## config.mk

```make
export PLATFORM = sky130hd
export DESIGN_NAME = circular_deque_core
export DESIGN_NICKNAME = d
export VERILOG_FILES = /design/src/hw/rtl/cdq_pkg.sv /design/src/hw/rtl/cdq_ctrl.sv /design/src/hw/rtl/cdq_datapath.sv /design/src/hw/rtl/circular_deque_core.sv
export VERILOG_INCLUDE_DIRS = /design/src /design/src/hw/rtl
export SDC_FILE = /design/constraint.sdc
export NUM_CORES = 1
export LEC_CHECK = 0
export BUFFER_PORTS_ARGS = -buffer_cell sky130_fd_sc_hd__buf_2
export CAP_MARGIN = 20
export CORE_UTILIZATION = 51
export DETAILED_ROUTE_END_ITERATION = 10
export GPL_TIMING_DRIVEN = 0
export MAX_ROUTING_LAYER = met4
export PLACE_DENSITY = 0.69
export SETUP_SLACK_MARGIN = 0.2
export SLEW_MARGIN = 20
export SYNTH_ARGS = -nofsm -noshare
export SYNTH_HDL_FRONTEND = slang
export SYNTH_SLANG_ARGS = --single-unit
```

## constraint.sdc

```tcl
create_clock -name aclk -period 6.09 [get_ports aclk]
set_clock_uncertainty 0.05 [all_clocks]
set_input_delay 0.609 -clock aclk [delete_from_list [all_inputs] [get_ports aclk]]
set_output_delay 0.609 -clock aclk [all_outputs]
set_load 0.01 [all_outputs]
```

## src/hw/rtl/circular_deque_core_assert.svh

```systemverilog
// circular_deque_core_assert.svh: assertion macros for the deque core
// no dependencies; included by files that carry concurrent assertions
`ifndef CIRCULAR_DEQUE_CORE_ASSERT_SVH
`define CIRCULAR_DEQUE_CORE_ASSERT_SVH

// checked on every edge, reset disables the check
`define CDQ_ASSERT(label, clk, rstn, prop, msg) \
    label: assert property (@(posedge clk) disable iff (!rstn) (prop)) else $error(msg);

// checked on every edge, also during reset
`define CDQ_ASSERT_ALWAYS(label, clk, prop, msg) \
    label: assert property (@(posedge clk) (prop)) else $error(msg);

`endif

```

## src/hw/rtl/cdq_pkg.sv

```systemverilog
// cdq_pkg: constants, types and index helpers for the circular deque core
// no dependencies; used by cdq_ctrl, cdq_datapath and circular_deque_core
package cdq_pkg;

    localparam int DEPTH  = 8;
    localparam int IDX_W  = (DEPTH > 1) ? $clog2(DEPTH) : 1;
    localparam int DATA_W = 32;

    typedef logic [IDX_W-1:0]  idx_t;
    typedef logic [DATA_W-1:0] data_t;

    // command codes
    localparam logic [1:0] CMD_PUSH_FRONT = 2'd0;
    localparam logic [1:0] CMD_PUSH_REAR  = 2'd1;
    localparam logic [1:0] CMD_POP_FRONT  = 2'd2;
    localparam logic [1:0] CMD_POP_REAR   = 2'd3;

    // result status codes
    localparam logic [1:0] STAT_OK    = 2'd0;
    localparam logic [1:0] STAT_FULL  = 2'd1;
    localparam logic [1:0] STAT_EMPTY = 2'd2;

    localparam idx_t IDX_LAST = idx_t'(DEPTH - 1);

    typedef enum logic {
        S_IDLE,
        S_POP_READ
    } state_t;

    // controller to datapath
    typedef struct packed {
        logic accept;     // input transfer this cycle
        logic load_imm;   // load result decided at accept
        logic load_read;  // load result from slot read data
    } ctl_cmd_t;

    // datapath to controller
    typedef struct packed {
        logic out_free;   // output register can take a result this cycle
        logic need_read;  // presented command is a pop of a held element
    } dp_stat_t;

    function automatic idx_t idx_next(input idx_t i);
        return (i == IDX_LAST) ? '0 : idx_t'(i + idx_t'(1));
    endfunction

    function automatic idx_t idx_prev(input idx_t i);
        return (i == '0) ? IDX_LAST : idx_t'(i - idx_t'(1));
    endfunction

endpackage

```

## src/hw/rtl/cdq_ctrl.sv

```systemverilog
// cdq_ctrl: sequencing state machine of the circular deque core
// depends on cdq_pkg
module cdq_ctrl (
    input  logic              aclk,
    input  logic              aresetn,
    input  logic              s_tvalid,
    output logic              s_tready,
    input  cdq_pkg::dp_stat_t dp_stat,
    output cdq_pkg::ctl_cmd_t ctl_cmd
);

    cdq_pkg::state_t state_reg, state_next;

    // state register
    always_ff @(posedge aclk) begin
        if (!aresetn) begin
            state_reg <= cdq_pkg::S_IDLE;
        end else begin
            state_reg <= state_next;
        end
    end

    // next state
    always_comb begin
        state_next = state_reg;
        unique case (state_reg)
            cdq_pkg::S_IDLE: begin
                if (s_tvalid && dp_stat.out_free && dp_stat.need_read) begin
                    state_next = cdq_pkg::S_POP_READ;
                end
            end
            cdq_pkg::S_POP_READ: begin
                if (dp_stat.out_free) begin
                    state_next = cdq_pkg::S_IDLE;
                end
            end
            default: state_next = cdq_pkg::S_IDLE;
        endcase
    end

    // outputs
    always_comb begin
        s_tready          = 1'b0;
        ctl_cmd.accept    = 1'b0;
        ctl_cmd.load_imm  = 1'b0;
        ctl_cmd.load_read = 1'b0;
        unique case (state_reg)
            cdq_pkg::S_IDLE: begin
                s_tready         = dp_stat.out_free;
                ctl_cmd.accept   = s_tvalid && dp_stat.out_free;
                ctl_cmd.load_imm = s_tvalid && dp_stat.out_free && !dp_stat.need_read;
            end
            cdq_pkg::S_POP_READ: begin
                ctl_cmd.load_read = dp_stat.out_free;
            end
            default: begin
                s_tready = 1'b0;
            end
        endcase
    end

endmodule

```

## src/hw/rtl/cdq_datapath.sv

```systemverilog
// cdq_datapath: slot memory, front/rear pointers, empty flag and result register
// depends on cdq_pkg
module cdq_datapath (
    input  logic              aclk,
    input  logic              aresetn,
    input  logic [1:0]        command,
    input  logic [31:0]       push_value,
    input  cdq_pkg::ctl_cmd_t ctl_cmd,
    output cdq_pkg::dp_stat_t dp_stat,
    output logic              m_tvalid,
    input  logic              m_tready,
    output logic [31:0]       m_tdata,
    output logic [1:0]        m_tuser
);

    cdq_pkg::data_t slots_mem [cdq_pkg::DEPTH];
    cdq_pkg::data_t rd_data_reg;

    cdq_pkg::idx_t front_reg, front_next;
    cdq_pkg::idx_t rear_reg, rear_next;
    logic          empty_reg, empty_next;

    logic          out_valid_reg;
    logic [31:0]   out_data_reg;
    logic [1:0]    out_stat_reg;

    logic          is_pop, is_full;
    logic          wr_en, rd_en;
    cdq_pkg::idx_t wr_addr, rd_addr;
    logic [1:0]    imm_stat;

    assign is_pop  = (command == cdq_pkg::CMD_POP_FRONT) || (command == cdq_pkg::CMD_POP_REAR);
    assign is_full = !empty_reg && (cdq_pkg::idx_next(rear_reg) == front_reg);

    assign dp_stat.out_free  = !out_valid_reg || m_tready;
    assign dp_stat.need_read = is_pop && !empty_reg;

    // pointer update, slot write and slot read for the accepted command
    always_comb begin
        front_next = front_reg;
        rear_next  = rear_reg;
        empty_next = empty_reg;
        wr_en      = 1'b0;
        wr_addr    = '0;
        rd_en      = 1'b0;
        rd_addr    = front_reg;
        imm_stat   = cdq_pkg::STAT_OK;
        if (!is_pop) begin
            priority if (is_full) begin
                imm_stat = cdq_pkg::STAT_FULL;
            end else if (empty_reg) begin
                front_next = '0;
                rear_next  = '0;
                empty_next = 1'b0;
                wr_en      = ctl_cmd.accept;
            end else if (command == cdq_pkg::CMD_PUSH_FRONT) begin
                front_next = cdq_pkg::idx_prev(front_reg);
                wr_addr    = front_next;
                wr_en      = ctl_cmd.accept;
            end else begin
                rear_next = cdq_pkg::idx_next(rear_reg);
                wr_addr   = rear_next;
                wr_en     = ctl_cmd.accept;
            end
        end else begin
            priority if (empty_reg) begin
                imm_stat = cdq_pkg::STAT_EMPTY;
            end else if (front_reg == rear_reg) begin
                // last element leaves, pointers return home
                rd_addr    = front_reg;
                rd_en      = ctl_cmd.accept;
                front_next = '0;
                rear_next  = '0;
                empty_next = 1'b1;
            end else if (command == cdq_pkg::CMD_POP_FRONT) begin
                rd_addr    = front_reg;
                rd_en      = ctl_cmd.accept;
                front_next = cdq_pkg::idx_next(front_reg);
            end else begin
                rd_addr   = rear_reg;
                rd_en     = ctl_cmd.accept;
                rear_next = cdq_pkg::idx_prev(rear_reg);
            end
        end
    end

    // pointer and empty flag registers
    always_ff @(posedge aclk) begin
        if (!aresetn) begin
            front_reg <= '0;
            rear_reg  <= '0;
            empty_reg <= 1'b1;
        end else if (ctl_cmd.accept) begin
            front_reg <= front_next;
            rear_reg  <= rear_next;
            empty_reg <= empty_next;
        end
    end

    // slot memory, registered read
    always_ff @(posedge aclk) begin
        if (wr_en) begin
            slots_mem[wr_addr] <= push_value;
        end
    end

    always_ff @(posedge aclk) begin
        if (rd_en) begin
            rd_data_reg <= slots_mem[rd_addr];
        end
    end

    // result register valid flag
    always_ff @(posedge aclk) begin
        if (!aresetn) begin
            out_valid_reg <= 1'b0;
        end else if (ctl_cmd.load_imm || ctl_cmd.load_read) begin
            out_valid_reg <= 1'b1;
        end else if (m_tready) begin
            out_valid_reg <= 1'b0;
        end
    end

    // result register payload
    always_ff @(posedge aclk) begin
        if (ctl_cmd.load_imm) begin
            out_data_reg <= '0;
            out_stat_reg <= imm_stat;
        end else if (ctl_cmd.load_read) begin
            out_data_reg <= rd_data_reg;
            out_stat_reg <= cdq_pkg::STAT_OK;
        end
    end

    assign m_tvalid = out_valid_reg;
    assign m_tdata  = out_data_reg;
    assign m_tuser  = out_stat_reg;

endmodule

```

## src/hw/rtl/circular_deque_core.sv

```systemverilog
// circular_deque_core: double-ended queue in a circular slot memory, top level
// depends on cdq_pkg, cdq_ctrl, cdq_datapath and circular_deque_core_assert.svh
//
// channel   dir   tdata                     tuser
// s_        in    [31:0] push_value         [1:0] command
// m_        out   [31:0] pop_value          [1:0] status
//
// a push or a failed pop has its result loaded into the output register at the input transfer
// a successful pop first reads the slot memory into a register, then loads the result in S_POP_READ
// one command is in work at a time; the output register holds a result
// while the next command is taken if the result is being drained that cycle
// synchronous active-low reset empties the deque; no clearing pass is needed
`include "circular_deque_core_assert.svh"

module circular_deque_core (
    input  logic        aclk,
    input  logic        aresetn,
    input  logic        s_tvalid,
    output logic        s_tready,
    input  logic [31:0] s_tdata,   // [31:0] push_value
    input  logic [1:0]  s_tuser,   // [1:0] command
    output logic        m_tvalid,
    input  logic        m_tready,
    output logic [31:0] m_tdata,   // [31:0] pop_value
    output logic [1:0]  m_tuser    // [1:0] status
);

    cdq_pkg::ctl_cmd_t ctl_cmd;
    cdq_pkg::dp_stat_t dp_stat;

    // sequencing
    cdq_ctrl u_ctrl (
        .aclk     (aclk),
        .aresetn  (aresetn),
        .s_tvalid (s_tvalid),
        .s_tready (s_tready),
        .dp_stat  (dp_stat),
        .ctl_cmd  (ctl_cmd)
    );

    // storage and result
    cdq_datapath u_datapath (
        .aclk       (aclk),
        .aresetn    (aresetn),
        .command    (s_tuser),
        .push_value (s_tdata),
        .ctl_cmd    (ctl_cmd),
        .dp_stat    (dp_stat),
        .m_tvalid   (m_tvalid),
        .m_tready   (m_tready),
        .m_tdata    (m_tdata),
        .m_tuser    (m_tuser)
    );

    // assertions
    `CDQ_ASSERT_ALWAYS(a_reset_no_result, aclk, !aresetn |=> !m_tvalid, "result valid after reset")
    `CDQ_ASSERT(a_pop_read_blocks, aclk, aresetn, (s_tvalid && s_tready && dp_stat.need_read) |=> !s_tready, "input taken while a pop read is pending")
    `CDQ_ASSERT(a_status_code, aclk, aresetn, m_tvalid |-> (m_tuser == cdq_pkg::STAT_OK || m_tuser == cdq_pkg::STAT_FULL || m_tuser == cdq_pkg::STAT_EMPTY), "bad status code")
    `CDQ_ASSERT(a_fail_zero_value, aclk, aresetn, (m_tvalid && m_tuser != cdq_pkg::STAT_OK) |-> (m_tdata == 32'd0), "failed command carries a value")

endmodule

```

==> flow_summary.toml, run 1 <==
[outcome]
outcome = "finished, final reports clean"

[global_routing]
antenna_found_initial = 0
grt_pass1_vias = 7667
grt_pass1_wl_um = 43990
groute.usage.overall = 0.2304
grt_overflow = 0
grt_max_degree = 18

[timing]
finalCriticalPeriod_ns = 3.244
setup_viol = 0
fin_ws_ns = 2.846
worst_pin_slew_ns = 0.7809
slew_viol_final = 0
tns_ns = 0
maxClockFrequency_mhz = 308.3
hold_viol = 0
slew_headroom = 0.4775
rsz0062_at_grt = "false"
fin_crit_sh = 0.5327

[synth]
yosys-mux-area-fraction = 0.05147
synth.net_count = 932
yosys.area_share.simple = 0.07483
ys_async_sr_fraction = 0
post-synth-top-count-cell = "edfxtp_1"
yosysUniqueCellTypes = 47
syn_inst = 886
synth_top_family_by_area = "compound AO/OA/AOI/OAI gates"
yosysTopAreaCellShare = 0.6609
synth_flop_cell = "edfxtp_1"
synth_largest_area_cell = "edfxtp_1"
postSynthAreaPerCell_um2 = 14.87
ys_ff_latch = 331
netlist_top_cells_count = "edfxtp_1, a21oi_1, nand2_1"
syn_area_um2 = 13180
synth_seq_area_share = 0.7232
ys.warnings.count = 0
synth-compound-area-share = 0.1140
synthAdderAreaFrac = 0.007597
synth_area_leaders = "edfxtp_1, dfxtp_1, mux2i_1"
synth-xor-area-share = 0.003324
synth-edff-count = 290

[detailed_routing]
wl_met3_um = 2078
wl_per_cell_um = 21.18
drt_iter0_drc = 814
top_layer = "met4"
firstDrtPassIters = 5
met1_length_um = 12400
dr_wl_met2_um = 13910
wl_um = 29190
detail-route-antenna-nets = 0
drc = 0
vias = 7922
viasPerCell = 5.749

[worst_setup_path]
crit_path_start_kind = "register"
worstPathRequired_ns = 6.25
critPathMaxFanout = 17
cp-end-kind = "register"
critPathKind = "register to register"
critPathMaxStageDelay_ns = 0.55
arrival_ns = 3.40
crit_slowest_cell = "nor2_4"
path_cells = "buf_2 > inv_1 > ha_1 > xnor2_1 > and4_4 > or3_1 > nand2b_1 > nor2_4 > buf_16"

[clock_network]
cts_tree = "yes"
clockBufferDepth = 3
cts_made_buffers = 36
cts_resized = 0
clk_pin_slew_ns = 0.05
cts_root_buffer = "clkbuf_16"
htree_levels = 2
cts_sinks = 331
post_cts_buffers = 0
insertion_delay_ns = 0.51
cts_hold_buf = 0

[layout]
syn2layout_area_growth_pct = 17.08
design_area_um2 = 15430
nFillCells = 1912
n_antenna_cell = 0
drive_gt1_frac = 0.1784
largest_reg_flops = 256
final_cells = 1378
nNetsFinal = 1068

[power_and_ir_drop]
cellLeakagePower_nw = 5.720
power_w = 0.005068
p_per_area_nw_per_um2 = 328.5
vdd_drop_max_mv = 0.1920

[floorplan]
rows = 58
die_area_um2 = 26480
pin_count = 74
coreArea_um2 = 25250
die_w_um = 162.7
initial_core_util = 0.5217
dieHeight_um = 162.7

[flow_run]
maxCapViolations = 0

[placement]
dp_cells = 1314
gp_congestion = 0.8829
dpl_worst_slack_ns = 2.870
dpl_cell_area_um2 = 14330
place.port_buffers = 73
place_hpwl_um = 18940

[worst_hold_path]
hp-class = "input port to register"
stage by stage:
step / hold WS [ns] / util
after global routing: 0.2950 / 0.6109
after floorplan: 0.4213 / -
after CTS: 0.2768 / 0.6109
after global placement: 0.3877 / 0.5526
after detailed placement: 0.3935 / 0.5675
final: 0.2917 / 0.6109
placed cells by master (no fill, tap or decap), types with 3 or more instances in the layout:
cell type and count:
edfxtp_1 290, a221oi_1 28, a22oi_1 34, o21ai_0 7
buf_2 85, inv_1 6, nand2_1 74, a21o_1 32
clkinv_1 3, nand3_1 3, buf_6 12, o31ai_1 3
nor2_1 14, nand2b_1 68, dfxtp_1 41, buf_4 21
or3_1 4, a221oi_2 4, mux2i_1 65, clkbuf_16 37
ha_1 8, a21oi_1 104, nor3_1 3, clkbuf_1 48
and2_1 3, buf_16 6, xor2_1 3
cell families after synthesis:
kind of cell               count (synthesis)
xor gates and xnor gates                   5
buffers and inverters                     64
and+or+nand+nor                          189
AOI/OAI and AO/OA                        222
muxes                                     67
adders and majority gates                  8
DFF                                      331
final timing paths:
check / slack [ns] / depth (start not counted) / to / startpoint
max reg2reg: 2.85 / 9 / u_datapath.slots_mem[7][17] / u_datapath.rear_reg[0]
max: 2.85 / 9 / u_datapath.slots_mem[7][17] / u_datapath.rear_reg[0]
min reg2reg: 0.40 / 2 / u_datapath.m_tdata[29] / u_datapath.m_tdata[29]
min: 0.29 / 2 / u_datapath.empty_reg / aresetn
layout make-up:
| cell class | instances | area, um2 | area share |
|---|---|---|---|
| Buffer | 57 | 307.8 | 0.01995 |
| Clock inverter | 7 | 85.08 | 0.005515 |
| Inverter | 7 | 28.78 | 0.001865 |
| Timing Repair Buffer | 98 | 691.9 | 0.04485 |
| Clock buffer | 57 | 1011 | 0.06553 |
| Tap cell | 330 | 412.9 | 0.02676 |
| Sequential cell | 331 | 9529 | 0.6177 |
| Multi-Input combinational cell | 491 | 3361 | 0.2178 |
critical path, delay by kind of cell (launching register included):
kind | cells | cell delay (ns)
and+or+nand+nor | 4 | 1.52
buffers and inverters | 3 | 0.51
adders and majority gates | 1 | 0.36
DFF | 1 | 0.32
xor gates and xnor gates | 1 | 0.16
metal layers:
metal  GRT usage  vias to the layer above
met2      0.3623                      291
met5           -                        -
met3     0.04329                       60
met4     0.07986                        0
li1            -                     3652
met1      0.3014                     3919
where the power goes:
part           internal, W  switching, W
Clock              0.00122      0.000824
Sequential         0.00252     0.0000136
Combinational     0.000188      0.000305
No activity file was read; power rests on OpenSTA's default activity.
==> run 2, diff against run 1 <==
- clock period: 6.09 -> 3.2 ns (I/O delays scaled with it)
==> run 2 against run 1 <==
Effect of this change:
- clock-buffer cell count down 9
- core utilization up 0.57 points
- critical path depth down 1
- first-iteration DRC count down 9.0%
- register-to-register slack worse by 2.6 ns
- total power up 89%
- wire length up 0.87%
- largest cell class unchanged
==> flow_summary.toml, run 2 (synthesis results as in run 1) <==
[clock_network]
cts_tree = "yes"
cts_made_buffers = 35
clk_pin_slew_ns = 0.06
insertion_delay_ns = 0.52
clockBufferDepth = 3
htree_levels = 2
cts_sinks = 331
cts_root_buffer = "clkbuf_16"

[worst_setup_path]
worstPathRequired_ns = 3.36
path_cells = "ha_2 > ha_2 > or3_1 > and4_4 > or3_4 > nand2b_4 > nor2_4 > buf_16"
arrival_ns = 3.10
crit_slowest_cell = "nor2_4"
crit_path_start_kind = "register"
critPathKind = "register to register"
cp-end-kind = "register"
critPathMaxFanout = 18
critPathLaunch = "u_datapath.rear_reg[1]"
cpMostUsedCell = "ha_2"
r2r_start = "u_datapath.rear_reg[1]"
r2r_cells = 8
critPathMaxStageDelay_ns = 0.48

[flow_run]
maxCapViolations = 0

[layout]
mostFrequentLayoutCell = "edfxtp_1"
seq_area_um2 = 9530
multi_input_area_um2 = 3431
nFillCells = 1840
largest_reg_flops = 256
final_cells = 1380
syn2layout_area_growth_pct = 18.18
drive_gt1_frac = 0.1945
most-common-layout-cells = "edfxtp_1, a21oi_1, buf_2"
nNetsFinal = 1069
design_area_um2 = 15570

[floorplan]
initial_core_util = 0.5217
die_area_um2 = 26480
pin_count = 74
dieHeight_um = 162.7
rows = 58
coreArea_um2 = 25250
die_w_um = 162.7

[worst_hold_path]
hp-class = "input port to register"
worstHoldPathCells = 1
min_from = "s_tdata[15]"

[outcome]
outcome = "finished, final reports clean"

[global_routing]
grt_pass1_wl_um = 44300
groute.usage.overall = 0.2332
grt_max_degree = 22
antenna_found_initial = 1
grt_overflow = 0
grt_pass1_vias = 7792

[timing]
hold_viol = 0
rsz0062_at_grt = "false"
slew_viol_final = 0
setup_viol = 0
worst_pin_slew_ns = 0.7709
finalCriticalPeriod_ns = 2.935
fin_ws_ns = 0.2651
fin_crit_sh = 0.9171
holdWs_ns = 0.01904
slew_headroom = 0.4844
maxClockFrequency_mhz = 340.7

[detailed_routing]
viasPerCell = 5.789
drc = 0
detail-route-antenna-nets = 0
vias = 7989
wl_um = 29440
wl_per_cell_um = 21.33
firstDrtPassIters = 5
drt_iter0_drc = 741

[power_and_ir_drop]
power_w = 0.009581
p_per_area_nw_per_um2 = 615.3
cellLeakagePower_nw = 5.784
vdd_drop_max_mv = 0.4164

[placement]
place.port_buffers = 73
gp_congestion = 0.8676
dpl_worst_slack_ns = -0.1746
place_hpwl_um = 19070
dp_cells = 1306
dpl_cell_area_um2 = 14380
[run 2: changes by cell type in the layout (fill, tap and decap cells not counted), moves of 2 or more]
cell / change
clkbuf_1: -10
buf_12: +2
buf_8: +5
ha_1: -3
clkbuf_8: +2
buf_4: -5
nor3b_4: +2
nor3b_2: -2
ha_2: +2
nor3_4: +2
clkinv_1: +2
clkinv_2: +6
[run 2: per-layer routing]
| layer | part of all wire | vias up | GRT usage |
|---|---|---|---|
| li1 | - | 3660 | - |
| met1 | 0.42 | 3943 | 0.3061 |
| met2 | 0.48 | 324 | 0.3700 |
| met3 | 0.072 | 62 | 0.03871 |
| met4 | 0.025 | 0 | 0.07944 |
| met5 | 0 | - | - |
[run 2: through the flow]
stage	util	TNS (ns)
final	0.6166	0
after global routing	0.6166	0
after CTS	0.6154	0
after detailed placement	0.5694	-3.674
after global placement	0.5554	-267.87
after floorplan	-	-17.37
[run 2: final cells by class]
| cell class | count | share of cell area |
|---|---|---|
| clock buffer | 48 | 0.06267 |
| timing repair buffer | 100 | 0.04957 |
| antenna | 1 | 0.0001607 |
| buffer | 57 | 0.01993 |
| multi-input combinational | 491 | 0.2203 |
| inverter | 7 | 0.001848 |
| clock inverter | 15 | 0.006990 |
| tap | 330 | 0.02651 |
| sequential | 331 | 0.6120 |
[run 2: critical path: cells and delay by family (launching register included)]
family	cells	cell delay, ns
buffers and inverters	1	0.25
flip-flops	1	0.35
AND/OR/NAND/NOR	5	1.61
adder cells (fa/ha/maj)	2	0.37
[run 2: path summary, 6_finish.rpt]
kind | end | slack (ns)
hold reg to reg | u_datapath.m_tdata[2] | 0.40
setup reg to reg | u_datapath.slots_mem[7][18] | 0.27
hold / removal | u_datapath.slots_mem[2][15] | 0.02
setup / recovery | u_datapath.slots_mem[7][18] | 0.27
[run 2: power by group]
group	switching (W)	total [W]	internal [W]
Combinational	0.000580	0.000946	0.000366
Sequential	0.0000265	0.00481	0.00479
Clock	0.00160	0.00382	0.00222
[run 2: timing repair]
action	in CTS	in global routing
buffers inserted	7	2
setup endpoints to repair	125	109
resized for setup	1	3
pin swaps	2	2
hold endpoints to repair	1	0
hold buffers	1	0
